$ cat src/hdl/tks_pkg.sv
// package for the two-key record sorter: payload types, control struct, key compare
`timescale 1ns / 1ps

package tks_pkg;

	localparam int unsigned CapacityDefault = 32;

	// one stored record
	typedef struct packed {
		logic [15:0] tag;
		logic [15:0] roll;
		logic [15:0] marks;
	} rec_t;

	// input item
	typedef struct packed {
		logic [15:0] tag;
		logic [15:0] roll;
		logic [15:0] marks;
		logic        last;
	} in_t;

	// result item
	typedef struct packed {
		logic [15:0] out_tag;
		logic [15:0] out_roll;
		logic [15:0] out_marks;
		logic        out_last;
		logic        overflow;
	} out_t;

	// control broadcast to every cell
	typedef struct packed {
		logic ins;  // insert the new record this cycle
		logic pop;  // shift the chain toward cell 0 this cycle
	} ctl_t;

	typedef enum logic {
		ST_LOAD,
		ST_DRAIN
	} state_t;

	// true when x must stand before y: marks descending, then roll ascending
	function automatic logic goes_before(rec_t x, rec_t y);
		logic res;
		if (x.marks != y.marks) begin
			res = (x.marks > y.marks);
		end else begin
			res = (x.roll < y.roll);
		end
		return res;
	endfunction

endpackage

$ cat src/hdl/tks_cell.sv
// one cell of the sorting chain: holds a record, inserts, shifts right on insert, left on pop
`timescale 1ns / 1ps

module tks_cell (
	input  logic         clk,
	input  logic         arst_n,
	input  tks_pkg::ctl_t ctl,
	input  tks_pkg::rec_t new_rec,
	input  tks_pkg::rec_t left_rec,
	input  logic         left_valid,
	input  logic         left_before,
	input  tks_pkg::rec_t right_rec,
	input  logic         right_valid,
	output tks_pkg::rec_t rec,
	output logic         valid,
	output logic         ahead
);
	import tks_pkg::*;

	rec_t rec_q;
	logic valid_q;
	logic take_new;

	// new record goes ahead of the one held here
	assign ahead = valid_q && goes_before(new_rec, rec_q);

	// new record lands here when it is not pushed past and this is its slot
	assign take_new = !left_before && (ahead || (!valid_q && left_valid));

	// valid bit
	always_ff @(posedge clk or negedge arst_n) begin
		if (!arst_n) begin
			valid_q <= 1'b0;
		end else if (ctl.pop) begin
			valid_q <= right_valid;
		end else if (ctl.ins && (left_before || take_new)) begin
			valid_q <= 1'b1;
		end
	end

	// record payload
	always_ff @(posedge clk) begin
		if (ctl.pop) begin
			rec_q <= right_rec;
		end else if (ctl.ins && left_before) begin
			rec_q <= left_rec;
		end else if (ctl.ins && take_new) begin
			rec_q <= new_rec;
		end
	end

	assign rec   = rec_q;
	assign valid = valid_q;

endmodule

$ cat src/hdl/two_key_record_sorter.sv
// two-key record sorter: insertion chain of cells, then drains the sorted batch from cell 0
// a record enters the chain in the cycle of its transfer unless the chain is full, one record per cycle while loading
// the first sorted result is offered the cycle after the transfer of the record marked last
// the batch then drains one result per cycle from cell 0 while sorted_stall is low
// input is stalled while a batch drains
// reset clears all cell valid bits, the drop flag and the state, leaving an empty batch
`timescale 1ns / 1ps

module two_key_record_sorter #(
	parameter int unsigned CAPACITY = tks_pkg::CapacityDefault
) (
	input  logic         clk,
	input  logic         arst_n,
	input  logic         rec_valid,
	output logic         rec_stall,
	input  tks_pkg::in_t  rec_data,
	output logic         sorted_valid,
	input  logic         sorted_stall,
	output tks_pkg::out_t sorted_data
);
	import tks_pkg::*;

	rec_t                cell_rec   [CAPACITY];
	rec_t                left_rec   [CAPACITY];
	rec_t                right_rec  [CAPACITY];
	logic [CAPACITY-1:0] cell_valid;
	logic [CAPACITY-1:0] cell_before;
	logic [CAPACITY-1:0] left_valid;
	logic [CAPACITY-1:0] left_before;
	logic [CAPACITY-1:0] right_valid;

	rec_t   new_rec;
	ctl_t   ctl;
	state_t state_q, state_d;
	logic   dropped_q;
	logic   in_xfer;
	logic   full;
	logic   final_xfer;

	assign new_rec.tag   = rec_data.tag;
	assign new_rec.roll  = rec_data.roll;
	assign new_rec.marks = rec_data.marks;

	assign full       = cell_valid[CAPACITY-1];
	assign in_xfer    = rec_valid && !rec_stall;
	assign ctl.ins    = in_xfer && !full;
	assign ctl.pop    = sorted_valid && !sorted_stall;
	assign final_xfer = ctl.pop && !cell_valid[1];

	// chain of cells with neighbor wiring
	for (genvar i = 0; i < CAPACITY; i++) begin : g_cell
		if (i == 0) begin : g_head
			assign left_rec[i]    = new_rec;
			assign left_valid[i]  = 1'b1;
			assign left_before[i] = 1'b0;
		end else begin : g_body
			assign left_rec[i]    = cell_rec[i-1];
			assign left_valid[i]  = cell_valid[i-1];
			assign left_before[i] = cell_before[i-1];
		end
		if (i == CAPACITY - 1) begin : g_tail
			assign right_rec[i]   = cell_rec[i];
			assign right_valid[i] = 1'b0;
		end else begin : g_mid
			assign right_rec[i]   = cell_rec[i+1];
			assign right_valid[i] = cell_valid[i+1];
		end

		tks_cell u_cell (
			.clk         (clk),
			.arst_n      (arst_n),
			.ctl         (ctl),
			.new_rec     (new_rec),
			.left_rec    (left_rec[i]),
			.left_valid  (left_valid[i]),
			.left_before (left_before[i]),
			.right_rec   (right_rec[i]),
			.right_valid (right_valid[i]),
			.rec         (cell_rec[i]),
			.valid       (cell_valid[i]),
			.ahead       (cell_before[i])
		);
	end

	// state register
	always_ff @(posedge clk or negedge arst_n) begin
		if (!arst_n) begin
			state_q <= ST_LOAD;
		end else begin
			state_q <= state_d;
		end
	end

	// next state and handshake outputs
	always_comb begin
		state_d      = state_q;
		rec_stall    = 1'b0;
		sorted_valid = 1'b0;
		case (state_q)
			ST_LOAD: begin
				if (in_xfer && rec_data.last) begin
					state_d = ST_DRAIN;
				end
			end
			ST_DRAIN: begin
				rec_stall    = 1'b1;
				sorted_valid = cell_valid[0];
				if (final_xfer) begin
					state_d = ST_LOAD;
				end
			end
			default: begin
				state_d = ST_LOAD;
			end
		endcase
	end

	// drop flag for the current batch
	always_ff @(posedge clk or negedge arst_n) begin
		if (!arst_n) begin
			dropped_q <= 1'b0;
		end else if (final_xfer) begin
			dropped_q <= 1'b0;
		end else if (in_xfer && full) begin
			dropped_q <= 1'b1;
		end
	end

	// result payload straight from the head cell
	assign sorted_data.out_tag   = cell_rec[0].tag;
	assign sorted_data.out_roll  = cell_rec[0].roll;
	assign sorted_data.out_marks = cell_rec[0].marks;
	assign sorted_data.out_last  = !cell_valid[1];
	assign sorted_data.overflow  = dropped_q;

endmodule
$ cat config.mk
export PLATFORM = sky130hd
export DESIGN_NAME = two_key_record_sorter
export DESIGN_NICKNAME = d
export VERILOG_FILES = /design/src/hdl/tks_pkg.sv /design/src/hdl/tks_cell.sv /design/src/hdl/two_key_record_sorter.sv
export SDC_FILE = /design/constraint.sdc
export NUM_CORES = 2
export LEC_CHECK = 0
export BUFFER_PORTS_ARGS = -buffer_cell sky130_fd_sc_hd__buf_2
export CAP_MARGIN = 20
export CORE_MARGIN = 1
export CORE_UTILIZATION = 30
export CTS_BUF_LIST = sky130_fd_sc_hd__clkbuf_4 sky130_fd_sc_hd__clkbuf_8 sky130_fd_sc_hd__clkbuf_16
export DETAILED_ROUTE_END_ITERATION = 16
export HOLD_SLACK_MARGIN = 0.15
export PLACE_DENSITY = 0.42
export SLEW_MARGIN = 0
export SYNTH_ARGS = -nofsm -noshare
export SYNTH_HDL_FRONTEND = slang
export SYNTH_HIERARCHICAL = 1
export SYNTH_SLANG_ARGS = --single-unit
$ cat constraint.sdc
create_clock -name clk -period 11.65 [get_ports clk]
set_input_delay 2.9125 -clock clk [delete_from_list [all_inputs] [get_ports clk]]
set_output_delay 2.9125 -clock clk [all_outputs]
set_load 0.1 [all_outputs]
== Yosys cells after proc, flatten, opt, wreduce, memory -nomap -nowiden ==
Index checks and enable logic that the tools add are counted.

* Flip-flop bits (word level): 1,570
* Input bits: 53
* Output and inout port bits: 52
* Logic and storage cells: 812

* $lt $le $gt $ge: 64
* Equality and inequality tests: 32
* Multiplexer cells: 197
* Bitwise operators: 2
* Reduce and logical (&&, ||, !) cells: 387

{| class="wikitable"
|+ Operator list
! kind !! count
|-
| 2-to-1 mux 48 bit || 94
|-
| greater-than comparator 16 bit || 32
|-
| less-than comparator 16 bit || 32
|-
| inequality test 16 bit || 32
|-
| logical AND 1 bit || 194
|-
| 2-to-1 mux 1 bit || 102
|-
| nonzero test 3 bit || 30
|-
| nonzero test 2 bit || 34
|-
| logical NOT 1 bit || 65
|-
| logical OR 1 bit || 63
|-
| inverter 1 bit || 2
|-
| one-hot mux 1 bit (2 select lines) || 1
|-
| AND reduction 2 bit || 1
|}

== Longest topological paths before layout ==
* Depth in word-level cells: 9
* Depth in mapped cells: 13

== By module ==
The synthesis kept the hierarchy.

{| class="wikitable"
|+ By module, submodules not included
! module !! times used !! cells an instance !! area an instance (um^2)
|-
| tks_cell at g_cell[0].u_cell ... || 25 || 329 || 3,285.7
|-
| tks_cell at g_cell[3].u_cell ... || 7 || 329 || 3,271.9
|-
| two_key_record_sorter || 1 || 15 || 126.4
|}

== Worst setup path before layout ==
OpenSTA, ideal clock, no wires.

* Path kind: input to register
* From: input rec_valid
* To: register g_cell[3].u_cell.rec_q, in the netlist g_cell[3].u_cell/rec[0], enable pin
* Setup time: 0.525 ns
* Arrival time: 12.507 ns
* Required time: 11.125 ns
* Slack: -1.382 ns
* Stages on the path: 3
* Cells stage by stage: nor3b_1 -> nand2_1 -> o31ai_1

* Word-level cells in the longest chain between the ends: 4
* Elaborated cells on any way between the ends: 5
* Those cells by class: reduce/logical (5)

{| class="wikitable"
|+ Ends and longest elaborated chain
! what !! line !! RTL
|-
| start, declared || two_key_record_sorter.sv:14 || <nowiki>input logic rec_valid,</nowiki>
|-
| logical AND 1 bit (*) || two_key_record_sorter.sv:45 || <nowiki>assign in_xfer = rec_valid && !rec_stall;</nowiki>
|-
| logical AND 1 bit (*) || two_key_record_sorter.sv:46 || <nowiki>assign ctl.ins = in_xfer && !full;</nowiki>
|-
| logical AND 1 bit, on equally long branches || tks_cell.sv:47, tks_cell.sv:45 ||
|-
| nonzero test 3 bit (no source line) (*) || -- ||
|-
| end signal, assigned || tks_cell.sv:44 || <nowiki>rec_q <= right_rec;</nowiki>
|-
| end signal, assigned || tks_cell.sv:46 || <nowiki>rec_q <= left_rec;</nowiki>
|-
| end signal, assigned || tks_cell.sv:48 || <nowiki>rec_q <= new_rec;</nowiki>
|-
| end, declared || tks_cell.sv:20 || <nowiki>rec_t rec_q;</nowiki>
|}

Every way passes the cells marked *; elsewhere a longest branch is shown, timed or not.
A chain may end at the register's enable or synchronous reset.

== Worst setup path after layout ==
* From: input rec_data[1] (netlist bit)
* To: register g_cell[21].u_cell.rec_q, in the netlist g_cell[21].u_cell/rec[41], data pin

* Word-level cells in the longest chain between the ends: 6
* Elaborated cells on any way between the ends: 7
* Those cells by class: order compare (1); eq/ne (1); mux (3); reduce/logical (2)

{| class="wikitable"
|+ Ends and longest elaborated chain
! what !! line !! RTL
|-
| start, declared || two_key_record_sorter.sv:16 || <nowiki>input tks_pkg::in_t rec_data,</nowiki>
|-
| greater-than comparator 16 bit / inequality test 16 bit (equally long branches) || tks_pkg.sv:47, tks_pkg.sv:46 ||
|-
| 2-to-1 mux 1 bit (*) || tks_pkg.sv:46 || <nowiki>if (x.marks != y.marks) begin</nowiki>
|-
| logical AND 1 bit (*) || tks_cell.sv:25 || <nowiki>assign ahead = valid_q && goes_before(new_rec, rec_q);</nowiki>
|-
| named net cell_before[20] || two_key_record_sorter.sv:27 || <nowiki>logic [CAPACITY-1:0] cell_before;</nowiki>
|-
| logical AND 1 bit (*) || tks_cell.sv:45 || <nowiki>end else if (ctl.ins && left_before) begin</nowiki>
|-
| 2-to-1 mux 48 bit (*) || tks_cell.sv:45 ||
|-
| 2-to-1 mux 48 bit (*) || tks_cell.sv:43 || <nowiki>if (ctl.pop) begin</nowiki>
|-
| end signal, assigned || tks_cell.sv:44 ||
|-
| end signal, assigned || tks_cell.sv:46 ||
|-
| end signal, assigned || tks_cell.sv:48 ||
|-
| end, declared || tks_cell.sv:20 ||
|}

Mark *: on every way through the listed nets, which the timed path passes. The rest lies on a longest branch.

==> results.cfg <==
[die]
die_area_sq_mm = 0.353
die-height_um = 594
ios = 105
num_rows = 217
floorplan.initialDensity_pct = 30.1
dieWidth_um = 594
coreArea_sq_mm = 0.349

[clock_network]
cts_post_setup_buffers_inserted = 0
clk_transition_reported_paths_ns = 0.06
cts.sink_count = 1570
ctsLongestPathBuffers = 4
clock_latency_ns = 0.90
cts-buffers-inserted = 203
cts_tree = yes
post_cts_resized = 0
ctsRootBufferMaster = sky130_fd_sc_hd__clkbuf_16
h_tree_depth = 4
hold_buf_cts = 0

[layout]
post-route-util_pct = 33.6
syn2layout_area_growth_pct = 11.4
final_cell_mix = sky130_fd_sc_hd__nand2_1 (1718), sky130_fd_sc_hd__o21ai_0 (1657), sky130_fd_sc_hd__mux2i_1 (1536), sky130_fd_sc_hd__edfxtp_1 (1536), sky130_fd_sc_hd__inv_1 (1026)
design.final.nets = 11526
layout-drive-gt1-share_pct = 6.96
post-route-cell-area_sq_mm = 0.117
layout.cells.most_common = sky130_fd_sc_hd__nand2_1
final_cells = 15249

[yosys]
yosysWarningCount = 6
synth_cells = 10542
post_synth.cell_area_avg_sq_um = 9.98
mappedNetlistArea_sq_mm = 0.105

[timing]
setup_repair_after_global_routing_missed_its_margin = false
fin_worst_hold_slack_ns = 0.517
final.period_utilization_pct = 56.5
worst_pin_slew_ns = 3.26
remaining_max_slew_budget_at_the_tightest_pin_pct = -118
max_freq_mhz = 152
slew_viol_final = 49
setup_viol = 0
shortest_period_the_worst_path_allows_ns = 6.58
timing.final.hold_violations = 0
final.setup.tns_ns = 0
max_clock_skew_ns = 0.0707

[grt]
maximum_number_of_pins_on_one_net_before_global_route_repair = 246
grt.total_usage_pct = 19.2
gr-total-overflow = 0
first_global_vias = 79934
antenna_found_initial = 9
grt_first_pass_wirelength_mm = 523

[critical_path]
critPathMaxFanout = 36
cp_data_arrival_time_ns = 7.14
critical_path_required_ns = 12.20
timing.critical_path.from_type = primary input
crit_path_end_kind = flip-flop
criticalPathCategory = in -> reg

[power_and_ir_drop]
power-per-cell-area_mw_per_mm2 = 236
static-leakage-power_nw = 55.7
peak_supply_drop_mv = 0.198

[placement]
finalWeightedCongestion = 0.827
dp_hpwl_mm = 250
postPlaceCellArea_sq_mm = 0.111
placed_cells = 14874
buffer_ports.inserted = 104

[route]
vias_per_cell = 5.19
detail_route.first_pass.iterations = 12
postRouteWirelength_mm = 349
final_antenna_net_count = 0
detail_route.iter0.violations = 6275
vias = 79166
drt-wirelength-per-cell_um = 22.9
post-route-drc-count = 4

[job]
cap_viol_max_count = 0

[min_path]
type_of_the_worst_min_delay_path = reg -> reg

[run_status]
run_status = finished, violations left
violations_in_the_final_reports = design-rule violations, max-slew violations
==> cell type report <==
cell class	instances	area, sq um
Clock buffer	268	5690
Multi-Input combinational cell	7437	52200
Timing Repair Buffer	243	1850
Inverter	1026	3850
Fill cell	35675	232000
Tap cell	4599	5750
Antenna cell	7	17.5
Sequential cell	1570	47000
Clock inverter	99	857
==> routing by layer <==
metal	up-vias	wire length (um)	global-route usage (%)	part of all wire (%)
met5	-	27	0	0.0077
met4	4	8990	5.02	2.6
met2	1798	152000	29.7	44
met3	406	16700	2.52	4.8
li1	37865	-	-	-
met1	39093	171000	28.0	49
==> where the power goes <==
group,switching [mW],internal [mW],leakage [nW]
Sequential,2.28,9.64,15.0
Clock,2.59,3.74,3.32
Combinational,6.42,3.02,37.3
Total,11.3,16.4,55.7
==> metrics by stage <==
stage	setup slack [ns]	total power [mW]
after floorplan	1.38	17.5
after global placement	4.37	21.2
after detailed placement	4.25	21.5
after CTS	5.17	28.0
after global routing	4.84	29.6
final	5.07	27.7
==> critical path: stages <==
cell	delay (ns)
sky130_fd_sc_hd__buf_4	0.51
sky130_fd_sc_hd__buf_4	0.50
sky130_fd_sc_hd__inv_1	0.09
sky130_fd_sc_hd__ha_1	0.32
sky130_fd_sc_hd__o2111ai_1	0.21
sky130_fd_sc_hd__nand3_1	0.27
sky130_fd_sc_hd__a221oi_1	0.32
sky130_fd_sc_hd__nand2_1	0.15
sky130_fd_sc_hd__and3_1	0.25
sky130_fd_sc_hd__nand2_2	0.37
sky130_fd_sc_hd__buf_4	0.73
sky130_fd_sc_hd__mux2i_1	0.28
sky130_fd_sc_hd__o21ai_0	0.10
==> final timing paths <==
check	start	end	slack [ns]	cells past startpoint
setup / recovery	rec_data[1]	g_cell[21].u_cell/rec[41]	5.07	13
max in group asynchronous	arst_n	g_cell[13].u_cell/valid	8.73	1
setup reg to reg	g_cell[30].u_cell/rec[18]	g_cell[31].u_cell/rec[42]	7.36	12
hold / removal	dropped_q	dropped_q	0.52	2
hold reg to reg	dropped_q	dropped_q	0.52	2
min in group asynchronous	arst_n	g_cell[0].u_cell/valid	2.17	1
==> state kept, by name (all words and copies together) (netlist names) <==
register / flops
dropped_q: 1
g_cell.u_cell/valid: 32
state_q: 1
g_cell.u_cell/rec: 1536
Note: power is estimated with default switching activity, not from simulation.
